`src/hw/rtl/suv_pkg.sv`:
```
// Package for the strict URL validator: item and verdict types, parse phases,
// reject codes and the scheme prefix table. No dependencies.
`timescale 1ns / 1ps
package suv_pkg;

	localparam int DEF_MAX_URL_BYTES  = 2048;
	localparam int DEF_MAX_HOST_BYTES = 255;
	localparam int FIFO_DEPTH         = 4;
	localparam int HOST_CNT_W         = 9;
	localparam int LABEL_MAX          = 63;
	localparam int PORT_MAX           = 65535;

	localparam logic [2:0] ERR_NONE      = 3'd0;
	localparam logic [2:0] ERR_TOO_LONG  = 3'd1;
	localparam logic [2:0] ERR_MALFORMED = 3'd2;
	localparam logic [2:0] ERR_SCHEME    = 3'd3;
	localparam logic [2:0] ERR_NO_HOST   = 3'd4;
	localparam logic [2:0] ERR_HOST      = 3'd5;
	localparam logic [2:0] ERR_PORT      = 3'd6;
	localparam logic [2:0] ERR_PATH      = 3'd7;

	localparam logic [1:0] SK_NONE  = 2'd0;
	localparam logic [1:0] SK_HTTP  = 2'd1;
	localparam logic [1:0] SK_HTTPS = 2'd2;
	localparam logic [1:0] SK_ABOUT = 2'd3;

	localparam logic [1:0] PK_EMPTY = 2'd0;
	localparam logic [1:0] PK_SLASH = 2'd1;
	localparam logic [1:0] PK_INPUT = 2'd2;

	typedef enum logic [2:0] {
		PH_SCHEME,
		PH_ABOUT,
		PH_HOST,
		PH_PORT,
		PH_PATH,
		PH_QUERY,
		PH_DEAD
	} phase_t;

	typedef struct packed {
		logic [7:0] data_byte;
		logic       has_byte;
		logic       is_last;
	} in_item_t;

	typedef struct packed {
		logic        accepted;
		logic [2:0]  reject_code;
		logic [1:0]  scheme_kind;
		logic        secure;
		logic [15:0] port_number;
		logic [11:0] host_offset;
		logic [7:0]  host_length;
		logic [1:0]  path_kind;
		logic [11:0] path_offset;
		logic [11:0] path_length;
	} res_t;

	// byte after classification, as held in the queue
	typedef struct packed {
		logic [7:0] b;
		logic [7:0] lc;
		logic [4:0] hexv;
		logic       has;
		logic       last;
		logic       is_ctrl;
		logic       is_alnum;
		logic       is_digit;
	} cls_t;

	function automatic logic [3:0] scheme_len(input logic [1:0] k);
		unique case (k)
			2'd0:    scheme_len = 4'd7;
			2'd1:    scheme_len = 4'd8;
			default: scheme_len = 4'd11;
		endcase
	endfunction

	function automatic logic [7:0] scheme_char(input logic [1:0] k, input logic [3:0] i);
		logic [7:0] c;
		c = 8'h00;
		unique case (k)
			2'd0: begin
				unique case (i)
					4'd0, 4'd1+4'd0: c = (i == 4'd0) ? "h" : "t";
					4'd2: c = "t";
					4'd3: c = "p";
					4'd4: c = ":";
					4'd5, 4'd6: c = "/";
					default: c = 8'h00;
				endcase
			end
			2'd1: begin
				unique case (i)
					4'd0: c = "h";
					4'd1, 4'd2: c = "t";
					4'd3: c = "p";
					4'd4: c = "s";
					4'd5: c = ":";
					4'd6, 4'd7: c = "/";
					default: c = 8'h00;
				endcase
			end
			default: begin
				unique case (i)
					4'd0: c = "a";
					4'd1: c = "b";
					4'd2: c = "o";
					4'd3: c = "u";
					4'd4: c = "t";
					4'd5: c = ":";
					4'd6: c = "b";
					4'd7: c = "l";
					4'd8: c = "a";
					4'd9: c = "n";
					4'd10: c = "k";
					default: c = 8'h00;
				endcase
			end
		endcase
		scheme_char = c;
	endfunction

	function automatic logic [2:0] latch_err(input logic [2:0] e, input logic [2:0] c);
		latch_err = (e == ERR_NONE) ? c : e;
	endfunction

endpackage

```
`src/hw/rtl/suv_queue.sv`:
```
// Short queue of classified bytes between front end and parser.
// Depends on suv_pkg.
`timescale 1ns / 1ps
module suv_queue
	import suv_pkg::*;
(
	input  logic clk,
	input  logic arst_n,
	input  logic push,
	input  cls_t push_item,
	output logic full,
	input  logic pop,
	output logic not_empty,
	output cls_t head
);
	localparam int PTR_W = $clog2(FIFO_DEPTH);

	cls_t             mem_q [FIFO_DEPTH];
	logic [PTR_W-1:0] wptr_q, rptr_q;
	logic [PTR_W:0]   count_q;

	assign full      = (count_q == (PTR_W+1)'(FIFO_DEPTH));
	assign not_empty = (count_q != '0);
	assign head      = mem_q[rptr_q];

	always_ff @(posedge clk) begin
		if (push)
			mem_q[wptr_q] <= push_item;
	end

	always_ff @(posedge clk or negedge arst_n) begin
		if (!arst_n) begin
			wptr_q  <= '0;
			rptr_q  <= '0;
			count_q <= '0;
		end else begin
			if (push)
				wptr_q <= wptr_q + 1'b1;
			if (pop)
				rptr_q <= rptr_q + 1'b1;
			count_q <= count_q + (PTR_W+1)'(push) - (PTR_W+1)'(pop);
		end
	end
endmodule

```
`config.mk`:
```
export PLATFORM = sky130hd
export DESIGN_NAME = suv_queue
export DESIGN_NICKNAME = d
export VERILOG_FILES = /design/src/hw/rtl/suv_pkg.sv /design/src/hw/rtl/suv_queue.sv
export SDC_FILE = /design/constraint.sdc
export NUM_CORES = 1
export LEC_CHECK = 0
export ABC_AREA = 1
export BUFFER_PORTS_ARGS = -buffer_cell sky130_fd_sc_hd__buf_2
export CAP_MARGIN = 20
export CORE_MARGIN = 2
export CORE_UTILIZATION = 35
export DETAILED_ROUTE_END_ITERATION = 10
export GPL_ROUTABILITY_DRIVEN = 0
export PLACE_DENSITY_LB_ADDON = 0.08
export SKIP_CTS_REPAIR_TIMING = 1
export SLEW_MARGIN = 20
export SYNTH_ARGS = -nofsm -noshare
export SYNTH_HDL_FRONTEND = slang
export SYNTH_SLANG_ARGS = --single-unit
```
`constraint.sdc`:
```
create_clock -name clk -period 1.4 [get_ports clk]
set_input_delay 0.28 -clock clk [delete_from_list [all_inputs] [get_ports clk]]
set_output_delay 0.28 -clock clk [all_outputs]
set_load 0.05 [all_outputs]
```
Yosys cells after proc, flatten, opt, wreduce, memory -nomap -nowiden --
Memory sizes are Yosys's and may differ from the RTL's. Cells that the tools add are included.
Storage, ports and cells: memories 1, flip-flop bits (word level) 7, RAM bits 104
Cells by class: muxes and demuxes 2, eq/ne operators 1, add/sub/neg operators 4, reduce and logical (&&, ||, !) cells 1
Memory list:
- mem_q | words 4, width 26, rd ports 1, clocked after memory_dff 0, wr ports 1, RTL line suv_queue.sv:18 | cls_t mem_q [FIFO_DEPTH];
Operators by type and width (number):
- $add 2x1->2 const B | 2
- $add 3x1->3 | 1
- $eq 3x3->1 const B | 1
- $reduce_bool 3->1 | 1
- $sub 3x1->3 | 1
- $mux 1 | 2

Depth between registers and ports, before layout --
word-level depth 2, gate-level depth with buffers 10, depth with buffers taken out 10

Least setup slack after synthesis --
No wires, ideal clock.
path type flip-flop to output port, start register count_q[1], end output port full, stages on the path, launching flop included 2, arrival 1.470 ns, data required time 1.120 ns, slack -0.350 ns, path through dfrtp_1 > nor3_1
On the way: word-level cells in the longest chain between the ends 1
RTL lines:
- from (decl) | RTL line suv_queue.sv:20 | logic [PTR_W:0] count_q;
- from (signal assigned) | RTL line suv_queue.sv:41 | count_q <= count_q + (PTR_W+1)'(push) - (PTR_W+1)'(pop);
- $eq 3x3->1 | RTL line suv_queue.sv:22 | assign full = (count_q == (PTR_W+1)'(FIFO_DEPTH));
- to (decl) | RTL line suv_queue.sv:11 | output logic full,
Every way passes these cells.

==> flow_metrics.py <==
metrics = {
    "run_status": {
        "status": "finished with violations",
        "violations": "negative setup slack",
    },
    "power": {
        "power.density_nw_per_um2": 2400,
        "ir_drop_uv": 924,
        "report.power.total_uw": 14800,
        "p_leak_uw": 0.00279,
    },
    "timing": {
        "setup_violations": 30,
        "slew_headroom": 0.832,
        "worst_slack_ns": -0.399,
        "finalCriticalPeriod_ns": 1.80,
        "drv_slew": 0,
        "rsz0062_at_grt": "true",
        "tightest_slew_ns": 0.254,
        "whs_ns": 0.144,
        "post-route-period-util": 1.28,
        "finalHoldViolations": 0,
        "skew_ns": 0.00465,
        "max_clock_freq_mhz": 556,
    },
    "worst_setup_path": {
        "crit_arrival_ns": 1.52,
        "reg2regPathDepth": 10,
        "crit_fanout": 28,
        "start_kind": "flop",
        "cp_data_required_time_ns": 1.12,
        "critPathCaptureType": "output port",
        "criticalPathCategory": "flop to output port",
    },
    "layout": {
        "fillerInstances": 1272,
        "syn2layout_area_growth_pct": 28.3,
        "antennaDiodeCount": 0,
        "fin_nets": 570,
        "drive_above_1_share": 0.281,
        "post-route-util": 0.463,
    },
    "cts": {
        "htree_levels": 3,
        "clock_sinks": 111,
        "cts_buffer_depth": 2,
        "cts_buffers": 9,
        "cts_tree": "yes",
        "clkLatencyLatePin_ns": 0.34,
        "cts-root-buf": "clkbuf_16",
        "path_clk_slew_ns": 0.07,
    },
    "floorplanning": {
        "die_y_um": 121,
        "die_x_um": 121,
        "io_pins": 58,
        "die_area_um2": 14700,
        "start_util": 0.361,
        "core_region_area_um2": 13300,
        "rows": 42,
    },
    "drt": {
        "ant_nets": 0,
        "drtIter0Drc": 123,
        "firstDrtPassIters": 4,
        "wl_per_cell_um": 13.3,
        "drt-vias-per-instance": 4.28,
        "drt_wl_total_um": 9520,
        "via_count": 3052,
        "drc": 0,
    },
    "global_route": {
        "grt_usage": 0.141,
        "antenna_found_initial": 0,
        "grt_pass1_wl_um": 15400,
        "grt_max_degree": 29,
        "grt_pass1_vias": 2936,
        "grt.overflow.total": 0,
    },
    "hold_path": {
        "min_path_cells": 1,
        "hold_path.class": "input pin to flop",
    },
    "logic_synthesis": {
        "avgSynthCellArea_um2": 10.6,
        "ys_types": 16,
        "ys.warnings.count": 0,
        "yosysSeqAreaShare": 0.684,
        "syn-cell-area_um2": 4820,
        "ys_ff_latch": 111,
        "syn_inst": 453,
        "synth_nets": 490,
    },
    "placed_design": {
        "numPortBuffers": 57,
        "post-dp-hpwl_um": 6270,
    },
    "flow_run": {
        "drv_cap": 0,
    },
}
## layout make-up
| class | count | area, µm² | area share |
|---|---|---|---|
| multi-input combinational | 207 | 1070 | 0.173 |
| inverter | 118 | 465 | 0.0753 |
| clock buffer | 11 | 233 | 0.0376 |
| sequential | 111 | 3300 | 0.534 |
| clock inverter | 4 | 47.5 | 0.00769 |
| tap | 176 | 220 | 0.0356 |
| timing repair buffer | 86 | 845 | 0.137 |
## cells in the final DEF, fill, tap and decap left out, types with 2 or more instances in the layout
| cell type | netlist | routed |
|---|---|---|
| dfrtp_2 | 0 | 2 |
| nand2_1 | 141 | 110 |
| edfxtp_1 | 104 | 104 |
| ha_2 | 0 | 3 |
| clkbuf_1 | 0 | 2 |
| clkinv_2 | 0 | 2 |
| inv_2 | 0 | 5 |
| nand2_2 | 0 | 31 |
| buf_4 | 9 | 10 |
| ha_4 | 0 | 2 |
| inv_1 | 116 | 107 |
| buf_12 | 0 | 17 |
| clkbuf_16 | 0 | 9 |
| dfrtp_1 | 7 | 5 |
| xor2_1 | 3 | 3 |
| buf_2 | 2 | 38 |
| buf_6 | 5 | 19 |
| clkinvlp_4 | 0 | 5 |
| nand3_1 | 54 | 52 |
## final timing paths
| kind | from | end | slack, ns |
|---|---|---|---|
| setup / recovery | rptr_q[0]$_DFFE_PN0P_ | head[19] | -0.40 |
| hold / removal | push_item[14] | mem_q[0][14]$_DFFE_PP_ | 0.14 |
| setup reg to reg | count_q[0]$_DFF_PN0_ | count_q[2]$_DFF_PN0_ | -0.16 |
| hold reg to reg | count_q[2]$_DFF_PN0_ | count_q[2]$_DFF_PN0_ | 0.51 |
| max in group asynchronous | arst_n | wptr_q[0]$_DFFE_PN0P_ | 0.94 |
| min in group asynchronous | arst_n | count_q[0]$_DFF_PN0_ | 0.29 |
## routing by layer
| metal | vias up | GRT usage | share of wire |
|---|---|---|---|
| met4 | 0 | 0.0539 | 0.016 |
| met1 | 1429 | 0.177 | 0.46 |
| met2 | 56 | 0.236 | 0.49 |
| met5 | - | 0 | 0 |
| li1 | 1555 | - | - |
| met3 | 12 | 0.0352 | 0.034 |
## registers in the layout, summed over array words and instances (netlist names)
name and count:
wptr_q 2, count_q 3, rptr_q 2, mem_q 104
## synth_stat cells, drive strengths merged
cell type / count / area share
nand2: 141 / 0.11
nor3: 1 / 0.0010
nand3: 54 / 0.056
dfrtp: 7 / 0.036
ha: 6 / 0.016
clkbuf: 1 / 0.0010
edfxtp: 104 / 0.65
o21ai: 1 / 0.0010
fa: 1 / 0.0042
xor2: 3 / 0.0055
buf: 16 / 0.028
inv: 118 / 0.093
## critical path, stage by stage, from the launching register on
cell     delay [ns]
dfrtp_2        0.47
buf_12         0.19
nand2_1        0.08
nand3_1        0.10
nand2_2        0.07
buf_2          0.25
## power by group
| part | total (µW) | internal [µW] | switching [µW] |
|---|---|---|---|
| clock network | 2460 | 1370 | 1090 |
| logic | 7750 | 2740 | 5010 |
| registers | 4610 | 4360 | 240 |
| total | 14800 | 8480 | 6340 |
## cell families (layout without fill, tap and decap cells)
kind of cell               Yosys count  after routing  synth area share
AOI/OAI and AO/OA                    1              1           0.00104
xor gates and xnor gates             3              3           0.00545
adders and majority gates            7              7            0.0197
buffers and inverters              135            219             0.122
DFF                                111            111             0.684
and+or+nand+nor                    196            196             0.167
## metrics by stage
| step | setup TNS, ns | area (µm²) | setup slack (ns) | instances |
|---|---|---|---|---|
| after floorplan | -0.338 | 4920 | -0.121 | 453 |
| after global routing | -11.90 | 6180 | -0.484 | 713 |
| after detailed placement | -0.690 | 5680 | -0.181 | 693 |
| after CTS | -11.13 | 5960 | -0.453 | 708 |
| final | -9.27 | 6180 | -0.399 | 713 |
| after global placement | -0.559 | 5680 | -0.158 | 693 |
No activity file was read; power rests on OpenSTA's default activity.
